$ cat config.mk
export PLATFORM = sky130hd
export DESIGN_NAME = sgi_lerp
export DESIGN_NICKNAME = d
export VERILOG_FILES = /design/src/sgi_pkg.sv /design/src/sgi_lerp.sv
export SDC_FILE = /design/constraint.sdc
export NUM_CORES = 2
export LEC_CHECK = 0
export BUFFER_PORTS_ARGS = -buffer_cell sky130_fd_sc_hd__buf_2
export CAP_MARGIN = 0
export CORE_UTILIZATION = 64
export CTS_CLUSTER_DIAMETER = 60
export DETAILED_ROUTE_END_ITERATION = 16
export GPL_TIMING_DRIVEN = 0
export PLACE_DENSITY = 0.83
export SYNTH_ARGS = -nofsm -noshare
export SYNTH_HDL_FRONTEND = slang
export SYNTH_SLANG_ARGS = --single-unit
$ cat constraint.sdc
create_clock -name clk -period 4.4 [get_ports clk]
set_clock_uncertainty 0.05 [all_clocks]
set_input_delay 0.88 -clock clk [delete_from_list [all_inputs] [get_ports clk]]
set_output_delay 0.88 -clock clk [all_outputs]
set_load 0.02 [all_outputs]
$ cat src/sgi_pkg.sv
// Shared types and constants for the segment intersection pipeline.
// No dependencies.
package sgi_pkg;

	localparam int NUM_COORDS   = 10;
	localparam int PT_FRAC_BITS = 8;
	localparam int PT_WIDTH     = 24;

	typedef struct packed {
		logic valid;
		logic hit;
		logic eq;
	} sgi_flags_t;

endpackage

$ cat src/sgi_lerp.sv
// Crossing point: t times the A direction, rounded to Q.8, plus the A start point.
// Depends on sgi_pkg.
module sgi_lerp import sgi_pkg::*; #(
	parameter int CW  = 16,
	parameter int T   = 16,
	parameter int SW  = 99,
	parameter int OTW = 96
) (
	input  logic           clk,
	input  logic           arst_n,
	input  logic           en,
	input  sgi_flags_t     in_flags,
	input  logic [T:0]     in_t,
	input  logic [SW-1:0]  in_side,
	output logic           out_valid,
	output logic           out_hit,
	output logic [OTW-1:0] out_data
);

	localparam int DW  = CW + 1;
	localparam int MW  = CW + T + 3;
	localparam int LW  = (CW + T + 4 > PT_WIDTH + 1) ? CW + T + 4 : PT_WIDTH + 1;
	localparam int R   = T - PT_FRAC_BITS;
	localparam logic signed [LW-1:0] HALF = LW'((1 << R) >> 1);

	logic                 v_s1, hit_s1;
	logic [T:0]           t_s1;
	logic signed [MW-1:0] m_s1 [3];
	logic signed [CW-1:0] s_s1 [3];

	logic signed [CW-1:0] s_in [3];
	logic signed [DW-1:0] d_in [3];
	for (genvar k = 0; k < 3; k++) begin : g_axis_in
		assign s_in[k] = in_side[k*CW +: CW];
		assign d_in[k] = in_side[3*CW + k*DW +: DW];
	end

	logic [PT_WIDTH-1:0] pt [3];
	for (genvar k = 0; k < 3; k++) begin : g_axis_out
		logic signed [LW-1:0] pe, se, sum;
		always_comb begin
			pe  = LW'(m_s1[k]);
			se  = LW'(s_s1[k]) <<< PT_FRAC_BITS;
			sum = se + ((pe + HALF) >>> R);
			pt[k] = hit_s1 ? sum[PT_WIDTH-1:0] : '0;
		end
	end

	always_ff @(posedge clk or negedge arst_n) begin
		if (!arst_n) begin
			v_s1      <= 1'b0;
			out_valid <= 1'b0;
		end else if (en) begin
			v_s1      <= in_flags.valid;
			out_valid <= v_s1;
		end
	end

	always_ff @(posedge clk) begin
		if (en) begin
			hit_s1 <= in_flags.hit;
			t_s1   <= in_t;
			for (int k = 0; k < 3; k++) begin
				m_s1[k] <= MW'(d_in[k]) * MW'($signed({1'b0, in_t}));
				s_s1[k] <= s_in[k];
			end
			out_hit  <= hit_s1;
			out_data <= OTW'({pt[2], pt[1], pt[0], hit_s1 ? t_s1 : {(T+1){1'b0}}});
		end
	end

endmodule

---- Yosys cells after proc, flatten, opt, wreduce, memory -nomap -nowiden ----
Memory sizes are Yosys's and may differ from the RTL's.
Index checks and enable logic that the tools add are counted.
word-level totals
  RAM bits ................................ 153
  logic and storage cells ................. 19
  memories ................................ 2
  output and inout bits ................... 98
  input port bits ......................... 122
  bits in registers ....................... 110
memory list
  name  words  bits a word  read ports  clocked after Yosys merged registers in  wr ports  line            text
  m_s1  3      35           3           0                                        3         sgi_lerp.sv:28  logic signed [MW-1:0] m_s1 [3];
  s_s1  3      16           3           0                                        3         sgi_lerp.sv:29  logic signed [CW-1:0] s_s1 [3];
operators by class
  multiply operators ...................... 3
  $add $sub $neg .......................... 6
  multiplexer cells ....................... 2
operators with widths
  cell                                                              number
  17-bit by 18-bit multiplier with 35-bit output                    3
  32-bit by 9-bit adder with 32-bit output (second input constant)  3
  24-bit adder                                                      3
  1-bit two-way mux                                                 2

---- Longest topological paths before layout ----
An unclocked memory read counts as a cell.
  word-level depth ........................ 3
  gate-level depth with buffers ........... 25
  depth with buffers taken out ............ 23

---- Least setup slack after synthesis ----
Ideal clock, no wire load.
  kind .................................... in2reg
  start ................................... input in_t[16]
  end ..................................... memory m_s1[0][25] in the netlist's numbering (data pin)
  buffers on the path ..................... 2
  setup time .............................. 0.162 ns
  slack ................................... -2.410 ns
  stages .................................. 22
  arrival ................................. 6.598 ns
  cells stage by stage .................... clkbuf_1 > clkbuf_1 > nand2_1 > fa_1 > fa_1 > inv_1 > fa_1 > fa_1 > fa_1 > inv_1 > fa_1 > inv_1 > ha_1 > a21oi_1 > nand2_1 > a211o_1 > a21o_1 > o21ai_0 > a21boi_0 > o21a_1 > or4b_1 > o2111ai_1
RTL lines
  item         line            text
  from (decl)  sgi_lerp.sv:13  input logic [T:0] in_t,
  to (decl)    sgi_lerp.sv:28

==> impl_metrics.json <==
{
  "dieHeight_microns": 246,
  "clkTransAtPathRegs_ns": 0.06,
  "fmax_mhz": 155,
  "routed_via_density": 6.07,
  "synth-seq-cells": 233,
  "drive_gt1_share_pct": 20.6,
  "criticalPathCategory": "primary input to register",
  "period_share_pct": 147,
  "area_delta_synth_final_pct": 22.2,
  "grt_usage_pct": 40.3,
  "route.antenna.remaining_nets": 0,
  "violations": "setup timing",
  "final_util_pct": 79.2,
  "cp_common_cell": "fa_1",
  "cts_max_level": 1,
  "synth_edf_count": 231,
  "synth_top_area_cell": "fa_1",
  "start_util_pct": 64.8,
  "die_area_sq_um": 60700,
  "arrival_ns": 6.74,
  "crit_path_top_delay_cell": "fa_1",
  "ys_types": 61,
  "cts_made_buffers": 27,
  "grt_pass1_vias": 32215,
  "dp_hpwl_microns": 82700,
  "root_buffer": "clkbuf_16",
  "cp-start-kind": "primary input",
  "yosys_warnings": 0,
  "rr_endpoint": "out_data[64]",
  "core_area_sq_um": 59000,
  "yosys.area.top_type_share_pct": 35.2,
  "netlist_instances": 3921,
  "synth_most_common_cell": "inv_1",
  "reg2reg_from": "m_s1[0][45]",
  "relSlewSlack_pct": 1.88,
  "critPathRequiredTime_ns": 4.68,
  "cp_max_fo": 10,
  "grt_setup_unrepaired": "yes",
  "overflow": 0,
  "layout_setup_ws_ns": -2.06,
  "min_to": "s_s1[0][21]",
  "fin_crit_ns": 6.46,
  "drc": 0,
  "clk_latency_ns": 0.60,
  "wl_per_cell_microns": 24.5,
  "drt_iter0_drc": 3345,
  "syn-mean-instance-area_sq_um": 9.75,
  "numClockSinks": 233,
  "hold_viol": 0,
  "die-width_microns": 246,
  "synth_area_leaders": "fa_1 (35%), edfxtp_1 (18%), ha_1 (12%)",
  "ys_seq_area_share_pct": 18.3,
  "netlist_area_sq_um": 38200,
  "firstDrtPassIters": 8,
  "port_buffers": 204,
  "gp_congestion": 1.04,
  "rrSetupSlack_ns": 0.04,
  "synth_commonest_cells": "inv_1 (818), fa_1 (672), and2_1 (500)",
  "hp-class": "primary input to register",
  "drv_cap": 0,
  "maxSlewViolCount": 0,
  "max-clock-path-buffers": 3,
  "cts_tree": "built",
  "nets": 5499,
  "antenna_found_initial": 21,
  "fill_cells": 3331,
  "grt_max_degree": 126,
  "cpPeakStageDelay_ns": 0.55,
  "critPathCaptureType": "register",
  "synthArstFlopShare_pct": 0.858,
  "r2r_cells": 16,
  "worst_pin_slew_ns": 1.47,
  "hold_depth": 1,
  "multi_input_area_sq_um": 29200,
  "outcome": "finished, violations left",
  "wl_microns": 126000,
  "io_pins": 220,
  "setup_viol": 74,
  "synth-main-ff-cell": "edfxtp_1",
  "grt_pass1_wl_microns": 181000,
  "seqCellArea_sq_um": 6990,
  "rows": 89,
  "hold_start": "in_side[21]",
  "vias": 31191
}
-- metal layers --
layer | share of wire (%) | global-route usage, % | vias up
met4 | 7.8 | 23.0 | 22
met1 | 34 | 50.5 | 15251
li1 | - | - | 12793
met5 | 0.19 | 0 | -
met3 | 14 | 13.4 | 716
met2 | 44 | 61.2 | 2409
-- cell type report --
type,instances,area share (%)
Multi-Input combinational cell,2712,62.5
Sequential cell,233,15.0
Inverter,821,6.63
Timing Repair Buffer,387,6.52
Buffer,157,5.34
Tap cell,773,2.07
Clock buffer,30,1.47
Clock inverter,19,0.415
Antenna cell,10,0.0536
-- metrics by stage --
stage               setup WS [ns]  TNS (ns)  area (sq um)  std cells  hold slack [ns]
floorplan                   -1.98    -86.26         39500       3927            0.411
global placement            -3.17   -328.96         41400       4904            0.434
detailed placement          -3.28   -163.66         41500       4905            0.443
CTS                         -1.91    -83.78         45700       5090            0.384
global route                -2.13   -106.65         46700       5133            0.389
finish                      -2.06    -99.81         46700       5142            0.402
-- worst max-delay path, delay by kind of cell --
family	cells	cell delay (ns)
AOI/OAI and AO/OA	4	0.62
xor gates and xnor gates	1	0.15
adders and majority gates	7	3.40
buffers and inverters	8	1.04
and+or+nand+nor	5	0.63
-- how the worst max path moves through the flow --
stage,to,cells after the start,start,slack [ns]
floorplan,m_s1[0][25],22,in_t[13],-1.98
global placement,m_s1[0][25],23,in_t[12],-3.17
detailed placement,m_s1[0][25],23,in_t[12],-3.28
CTS,m_s1[0][30],21,in_t[3],-1.91
global route,m_s1[0][30],23,in_side[54],-2.13
finish,m_s1[0][24],25,in_side[52],-2.06
-- repair_timing --
item / CTS / global route
pin swaps: 107 / 106
setup buffers: 148 / 55
hold buffers: 1 / 0
endpoints found under the setup margin: 76 / 79
gates resized for setup: 460 / 179
endpoints found under the hold margin: 2 / 0
-- state kept, by name, summed over array words and instances, names as in the netlist --
| signal | flops |
|---|---|
| out_valid | 1 |
| out_hit | 1 |
| t_s1 | 17 |
| hit_s1 | 1 |
| out_data | 89 |
| s_s1 | 48 |
| v_s1 | 1 |
| m_s1 | 75 |
-- logic make-up (layout without fill, tap and decap cells) --
logic type / after synthesis / count (layout) / synth area share [%]
XOR/XNOR: 178 / 178 / 4.08
AND/OR/NAND/NOR: 1260 / 1260 / 16.8
multiplexers: 6 / 6 / 0.167
AO/OA/AOI/OAI: 223 / 223 / 3.78
other: 1 / 17 / 0.00981
adder cells (fa/ha/maj): 1038 / 1038 / 47.2
flip-flops: 233 / 233 / 18.3
buffers and inverters: 982 / 1414 / 9.73
-- cell usage in the layout (no fill, tap or decap), types with 43 or more instances in the layout --
| cell | count |
|---|---|
| a21oi_1 | 43 |
| and2_1 | 456 |
| and2_4 | 44 |
| buf_2 | 161 |
| buf_4 | 149 |
| buf_6 | 56 |
| clkbuf_16 | 84 |
| clkbuf_8 | 52 |
| edfxtp_1 | 231 |
| fa_1 | 650 |
| ha_1 | 318 |
| inv_1 | 775 |
| nand2_1 | 433 |
| nor2_1 | 79 |
| xnor2_1 | 116 |
| xor2_1 | 48 |
Power is not shown: default switching activity piles up to over one toggle a cycle in this logic, so the estimate is an artifact.
