## src/sgi_pkg.sv

```systemverilog
// Shared types and constants for the segment intersection pipeline.
// No dependencies.
package sgi_pkg;

	localparam int NUM_COORDS   = 10;
	localparam int PT_FRAC_BITS = 8;
	localparam int PT_WIDTH     = 24;

	typedef struct packed {
		logic valid;
		logic hit;
		logic eq;
	} sgi_flags_t;

endpackage

```

## src/sgi_div.sv

```systemverilog
// Restoring divider, one quotient bit per pipeline stage, for the parameter along A.
// Depends on sgi_pkg.
module sgi_div import sgi_pkg::*; #(
	parameter int PW = 35,
	parameter int T  = 16,
	parameter int SW = 99
) (
	input  logic          clk,
	input  logic          arst_n,
	input  logic          en,
	input  sgi_flags_t    in_flags,
	input  logic [PW-1:0] in_num,
	input  logic [PW-1:0] in_den,
	input  logic [SW-1:0] in_side,
	output sgi_flags_t    out_flags,
	output logic [T:0]    out_t,
	output logic [SW-1:0] out_side
);

	sgi_flags_t     flags_s [1:T];
	logic [PW-1:0]  rem_s   [1:T];
	logic [PW-1:0]  den_s   [1:T];
	logic [T-1:0]   q_s     [1:T];
	logic [SW-1:0]  side_s  [1:T];

	sgi_flags_t     flags_in [T];
	logic [PW-1:0]  rem_in   [T];
	logic [PW-1:0]  den_in   [T];
	logic [T-1:0]   q_in     [T];
	logic [SW-1:0]  side_in  [T];

	for (genvar i = 0; i < T; i++) begin : g_stage
		if (i == 0) begin : g_first
			assign flags_in[i] = in_flags;
			assign rem_in[i]   = in_num;
			assign den_in[i]   = in_den;
			assign q_in[i]     = '0;
			assign side_in[i]  = in_side;
		end else begin : g_next
			assign flags_in[i] = flags_s[i];
			assign rem_in[i]   = rem_s[i];
			assign den_in[i]   = den_s[i];
			assign q_in[i]     = q_s[i];
			assign side_in[i]  = side_s[i];
		end

		logic [PW:0] rem2, diff;
		logic        ge;
		always_comb begin
			rem2 = {rem_in[i], 1'b0};
			diff = rem2 - {1'b0, den_in[i]};
			ge   = rem2 >= {1'b0, den_in[i]};
		end

		always_ff @(posedge clk or negedge arst_n) begin
			if (!arst_n) begin
				flags_s[i+1] <= '0;
			end else if (en) begin
				flags_s[i+1] <= flags_in[i];
			end
		end

		always_ff @(posedge clk) begin
			if (en) begin
				rem_s[i+1]  <= ge ? diff[PW-1:0] : rem2[PW-1:0];
				den_s[i+1]  <= den_in[i];
				q_s[i+1]    <= {q_in[i][T-2:0], ge};
				side_s[i+1] <= side_in[i];
			end
		end
	end

	assign out_flags = flags_s[T];
	assign out_t     = flags_s[T].eq ? {1'b1, {T{1'b0}}} : {1'b0, q_s[T]};
	assign out_side  = side_s[T];

endmodule

```

## config.mk

```make
export PLATFORM = sky130hd
export DESIGN_NAME = sgi_div
export DESIGN_NICKNAME = d
export VERILOG_FILES = /design/src/sgi_pkg.sv /design/src/sgi_div.sv
export SDC_FILE = /design/constraint.sdc
export NUM_CORES = 2
export LEC_CHECK = 0
export BUFFER_PORTS_ARGS = -buffer_cell sky130_fd_sc_hd__buf_4
export CORE_MARGIN = 2
export CORE_UTILIZATION = 61
export CTS_CLUSTER_DIAMETER = 60
export DETAILED_ROUTE_END_ITERATION = 8
export GPL_TIMING_DRIVEN = 0
export PLACE_DENSITY = 0.85
export SLEW_MARGIN = 20
export SYNTH_ARGS = -nofsm -noshare
export SYNTH_HDL_FRONTEND = slang
export SYNTH_SLANG_ARGS = --single-unit
export TNS_END_PERCENT = 10
```

## constraint.sdc

```tcl
create_clock -name clk -period 4.75 [get_ports clk]
set_input_delay 0.2375 -clock clk [delete_from_list [all_inputs] [get_ports clk]]
set_output_delay 0.2375 -clock clk [all_outputs]
set_load 0.1 [all_outputs]
```

Word-level counts from Yosys, hierarchy flattened:

Memory sizes are Yosys's and may differ from the RTL's.
Cells that the tools add are included.

* magnitude comparators: 16
* $add $sub $neg: 16
* mux-type cells: 19

Operators with widths (count)
* >= comparator 36 x 35 -> 1 bit: 16
* two-way mux 35 bit: 16
* subtractor 35 bit: 16
* two-way mux 17 bit: 1
* two-way mux 1 bit: 2

* register bits after elaboration: 48
* memories kept: 4
* RAM bits: 2960
* input bits: 175
* output and inout port bits: 119

Memory list
* side_s: depth 16, bits a word 99, read ports 16, clocked after Yosys merged registers in 0, wr ports 16, line sgi_div.sv:24 `logic [SW-1:0] side_s [1:T];`
* den_s: depth 16, bits a word 35, read ports 15, clocked after Yosys merged registers in 0, wr ports 16, line sgi_div.sv:22 `logic [PW-1:0] den_s [1:T];`
* rem_s: depth 16, bits a word 35, read ports 15, clocked after Yosys merged registers in 0, wr ports 16, line sgi_div.sv:21 `logic [PW-1:0] rem_s [1:T];`
* q_s: depth 16, bits a word 16, read ports 16, clocked after Yosys merged registers in 0, wr ports 16, line sgi_div.sv:23 `logic [T-1:0] q_s [1:T];`

Logic depth before layout (Yosys ltp):

An unclocked memory read counts as a cell.

* word-level depth: 3
* depth in mapped cells: 15
* gate-level depth less buffers: 12

Least setup slack after synthesis:

No wires, ideal clock.

* kind: flip-flop to flip-flop
* start point: reg, netlist name den_s[0][210]
* end point: reg, netlist name rem_s[0][254]
* cell stages (with the launch flop): 15
* period minus slack after synthesis: 3.484 ns
* setup slack: 1.266 ns
* buffers on the path: 2
* arrival time: 3.223 ns
* cells stage by stage: edfxtp_1 inv_1 fa_1 a211oi_2 o211ai_1 and3_4 a211oi_4 nor2_2 o311a_1 o31ai_2 and2_1 buf_4 inv_4 buf_6 mux2_4

==> results.md <==
* Status: finished with violations
* Failing checks: setup timing
* Row Count at 163
* Worst R2R Setup Slack at -0.04 ns
* Die width at 451 µm
* IO Count at 294
* Hold_sp: in_side[6]
* Final Cell Area at 140000 µm²
* Clock slew at reported path FFs at 0.06 ns
* Grt ovf at 0
* Worst Hold Class: primary input to flip-flop
* Dpl hpwl at 180000 µm
* First-pass DRT Iterations at 9
* Reg2reg end: rem_s[0][487]
* FF+latch count, synth at 2818
* Crit-path slowest cell: clkbuf_1
* Synth Instances at 8518
* Int Pwr at 58.0 mW
* Switching pwr at 30.1 mW
* Hold depth at 2
* Library cells used by synthesis at 92
* Worst Skew at 0.0624 ns
* Crit start category: flip-flop
* First-pass GRT wire length at 416000 µm
* CTS tree: built
* CP Data Arrival Time at 5.37 ns
* CP max FO at 10
* Crit Path Class: flip-flop to flip-flop
* Asr flop ratio synth at 1.70%
* Number of synthesized flops with an enable pin at 2770
* Layout Cells excl Fill at 12.2k
* Place WS at -0.467 ns
* TritonCTS Buffers at 305
* Max Transition Viols Final at 0
* Peak Freq at 0.209 GHz
* Root Buffer: clkbuf_16
* Clk_lat worst skew at 0.93 ns
* Mean area per synthesized cell at 14.3 µm²
* Combinational share of power at 34.6%
* Maxcap violations at 0
* Final worst slack at -0.0389 ns
* Power Density at 631 nW/µm²
* Die footprint at 203000 µm²
* Filler instances at 12.2k
* Final setup violation count at 1
* Pin count of the biggest net entering global routing at 176
* Req. time, crit path at 5.33 ns
* Starting density of the core at 61.5%
* Yosys warns at 0
* Sw frac at 34.2%
* Tot Pwr at 88.1 mW
* Vias/cell at 5.89
* Yosys top cell by area: edfxtp_1
* Placed cells at 11.5k
* Slew margin rel. at 18.0%
* GPL Wtd Cong at 0.984
* Final period demand of the worst path at 4.79 ns
* Max Buffers Root-to-Sink at 4
* Synth Net Count at 9267
* Critical Path End Type: flip-flop
* Final hold vios at 0
* Max rail drop VDD at 425 µV
* CP Buf/Inv Count at 3
* Setup total negative slack at -0.0389 ns
* Seq pwr share at 39.5%
* Synthesized area at 122000 µm²
* Worst-Margin Slew at 1.21 ns
* Final core occ at 70.5%
* Post-DP Area at 128000 µm²
* Clk pwr share at 25.9%
* Clk sinks at 2818
* Hold Path End: side_s[0][105]
* DR vias at 71.8k
* Share of the synthesized area in the top cell type at 68.4%
* Primary FF master, synth: edfxtp_1
* H-Tree Depth at 5
* Routed wire length at 272000 µm
* Register area share after synthesis at 69.4%
* # DRC at 0
* CP top delay family: compound AO/OA/AOI/OAI gates
* Gr usage total at 26.6%
* 1st-iter DRT viols at 6579
* RSZ-0062 raised after global routing: true
* Wire per inst at 22.3 µm
* Area growth syn-to-layout at 14.7%
* Initial antenna violation count at 1
* Vias in the first global route at 75.2k
* CP Cell Sequence: inv_1 > fa_1 > a21o_1 > a221oi_1 > o211ai_1 > a21oi_1 > o21ba_2 > o21a_1 > a21bo_1 > clkbuf_2 > clkbuf_1 > o21ai_0
* Tcrit/Tclk final at 101%
* Worst hold margin at 0.0336 ns
* Post-route ant nets at 0
* Die H at 451 µm
* LEAKAGE at 53.7 nW
* Port bufs at 293
* Area contributors post-synth: edfxtp_1 (68%), ha_1 (5.7%), a21oi_1 (2.3%)
* R2R depth at 12
* Core area at 198000 µm²
* Worst R2R Start: den_s[0][420]
* Nets at 10.1k
* Ratio of cells with drive above 1 in the final layout at 11.8%
* CP peak stage delay at 0.68 ns
==> layout by cell type, fill, tap and decap left out, types with 34 or more instances in the layout <==
| cell type | count |
|---|---|
| a211oi_1 | 69 |
| a21o_1 | 263 |
| a21oi_1 | 558 |
| a31oi_1 | 73 |
| and2_1 | 37 |
| and3_1 | 62 |
| buf_2 | 34 |
| buf_4 | 301 |
| clkbuf_1 | 187 |
| clkbuf_16 | 311 |
| clkinv_1 | 56 |
| clkinv_2 | 46 |
| dfrtp_1 | 48 |
| dlygate4sd3_1 | 200 |
| edfxtp_1 | 2770 |
| ha_1 | 559 |
| inv_1 | 678 |
| mux2_2 | 224 |
| nand2_1 | 557 |
| nand2b_1 | 46 |
| nand3_1 | 136 |
| nand4_1 | 100 |
| nor2_1 | 356 |
| nor2b_1 | 70 |
| nor3_1 | 98 |
| o211ai_1 | 51 |
| o21a_1 | 74 |
| o21ai_0 | 495 |
| o21bai_1 | 59 |
| o31ai_1 | 43 |
| xnor2_1 | 256 |
| xor2_1 | 178 |
==> sequential cells by signal, summed over array words and instances (netlist names) <==
register,flops
side_s,1584
den_s,525
rem_s,525
q_s,136
flags_in,45
out_flags,3
==> layer usage <==
| layer | GRT usage [%] | up-vias | share of wire [%] |
|---|---|---|---|
| met5 | 0 | - | 0 |
| met4 | 18.0 | 0 | 7.6 |
| met3 | 3.00 | 931 | 4.1 |
| met2 | 51.0 | 2854 | 55 |
| met1 | 26.7 | 34300 | 33 |
| li1 | - | 33700 | - |
==> Yosys cell counts, drive strengths merged (74+ instances only) <==
cell	number
edfxtp	2770
inv	680
a21oi	563
ha	559
nand2	557
o21ai	499
nor2	357
a21o	263
xnor2	256
mux2	242
xor2	178
clkbuf	150
nand3	136
nand4	100
nor3	100
a31oi	74
o21a	74
==> what timing repair did <==
item	4_1_cts	5_1_grt
gates resized for setup	22	23
setup endpoints to repair	274	359
gates cloned	0	1
hold buffers	202	0
pin swaps	1	1
buffers inserted	0	1
hold endpoints to repair	347	0
==> worst max path at each step <==
| stage | from | endpoint | slack, ns | cells after the start |
|---|---|---|---|---|
| 5_1_grt | den_s[0][420] | rem_s[0][487] | -0.09 | 12 |
| 3_3_place_gp | en | side_s[0][1632] | -20.20 | 1 |
| 2_1_floorplan | den_s[0][210] | rem_s[0][254] | 1.27 | 14 |
| 4_1_cts | den_s[0][315] | rem_s[0][354] | 0.00003 | 13 |
| 3_5_place_dp | den_s[0][350] | rem_s[0][412] | -0.47 | 13 |
| 6_report | den_s[0][420] | rem_s[0][487] | -0.04 | 12 |
==> power groups by stage <==
stage	logic, mW	clock network (mW)	registers (mW)
5_1_grt	33.1	24.1	35.1
3_3_place_gp	28.5	0	35.9
3_5_place_dp	29.1	0	35.1
4_1_cts	29.9	23.2	34.7
6_report	30.5	22.9	34.8
2_1_floorplan	21.0	0	34.6
==> kinds of logic after synthesis <==
kind of cell             share of synthesized area [%]
AND/OR/NAND/NOR                                   6.26
AO/OA/AOI/OAI                                     10.0
multiplexers                                      2.41
adder cells (fa/ha/maj)                           6.00
flip-flops                                        69.4
XOR/XNOR                                          3.12
buffers and inverters                             2.82
==> cell type report <==
cell class / instances / area [µm²] / area share (%)
multi-input combinational: 4812 / 34000 / 24.4
tap: 2640 / 3300 / 2.37
buffer: 208 / 901 / 0.646
clock buffer: 359 / 7960 / 5.71
sequential: 2818 / 84400 / 60.5
inverter: 680 / 2550 / 1.83
clock inverter: 162 / 1550 / 1.11
timing repair buffer: 518 / 4820 / 3.46
antenna: 2 / 5.00 / 0.00359
No activity file was read; power rests on OpenSTA's default activity.
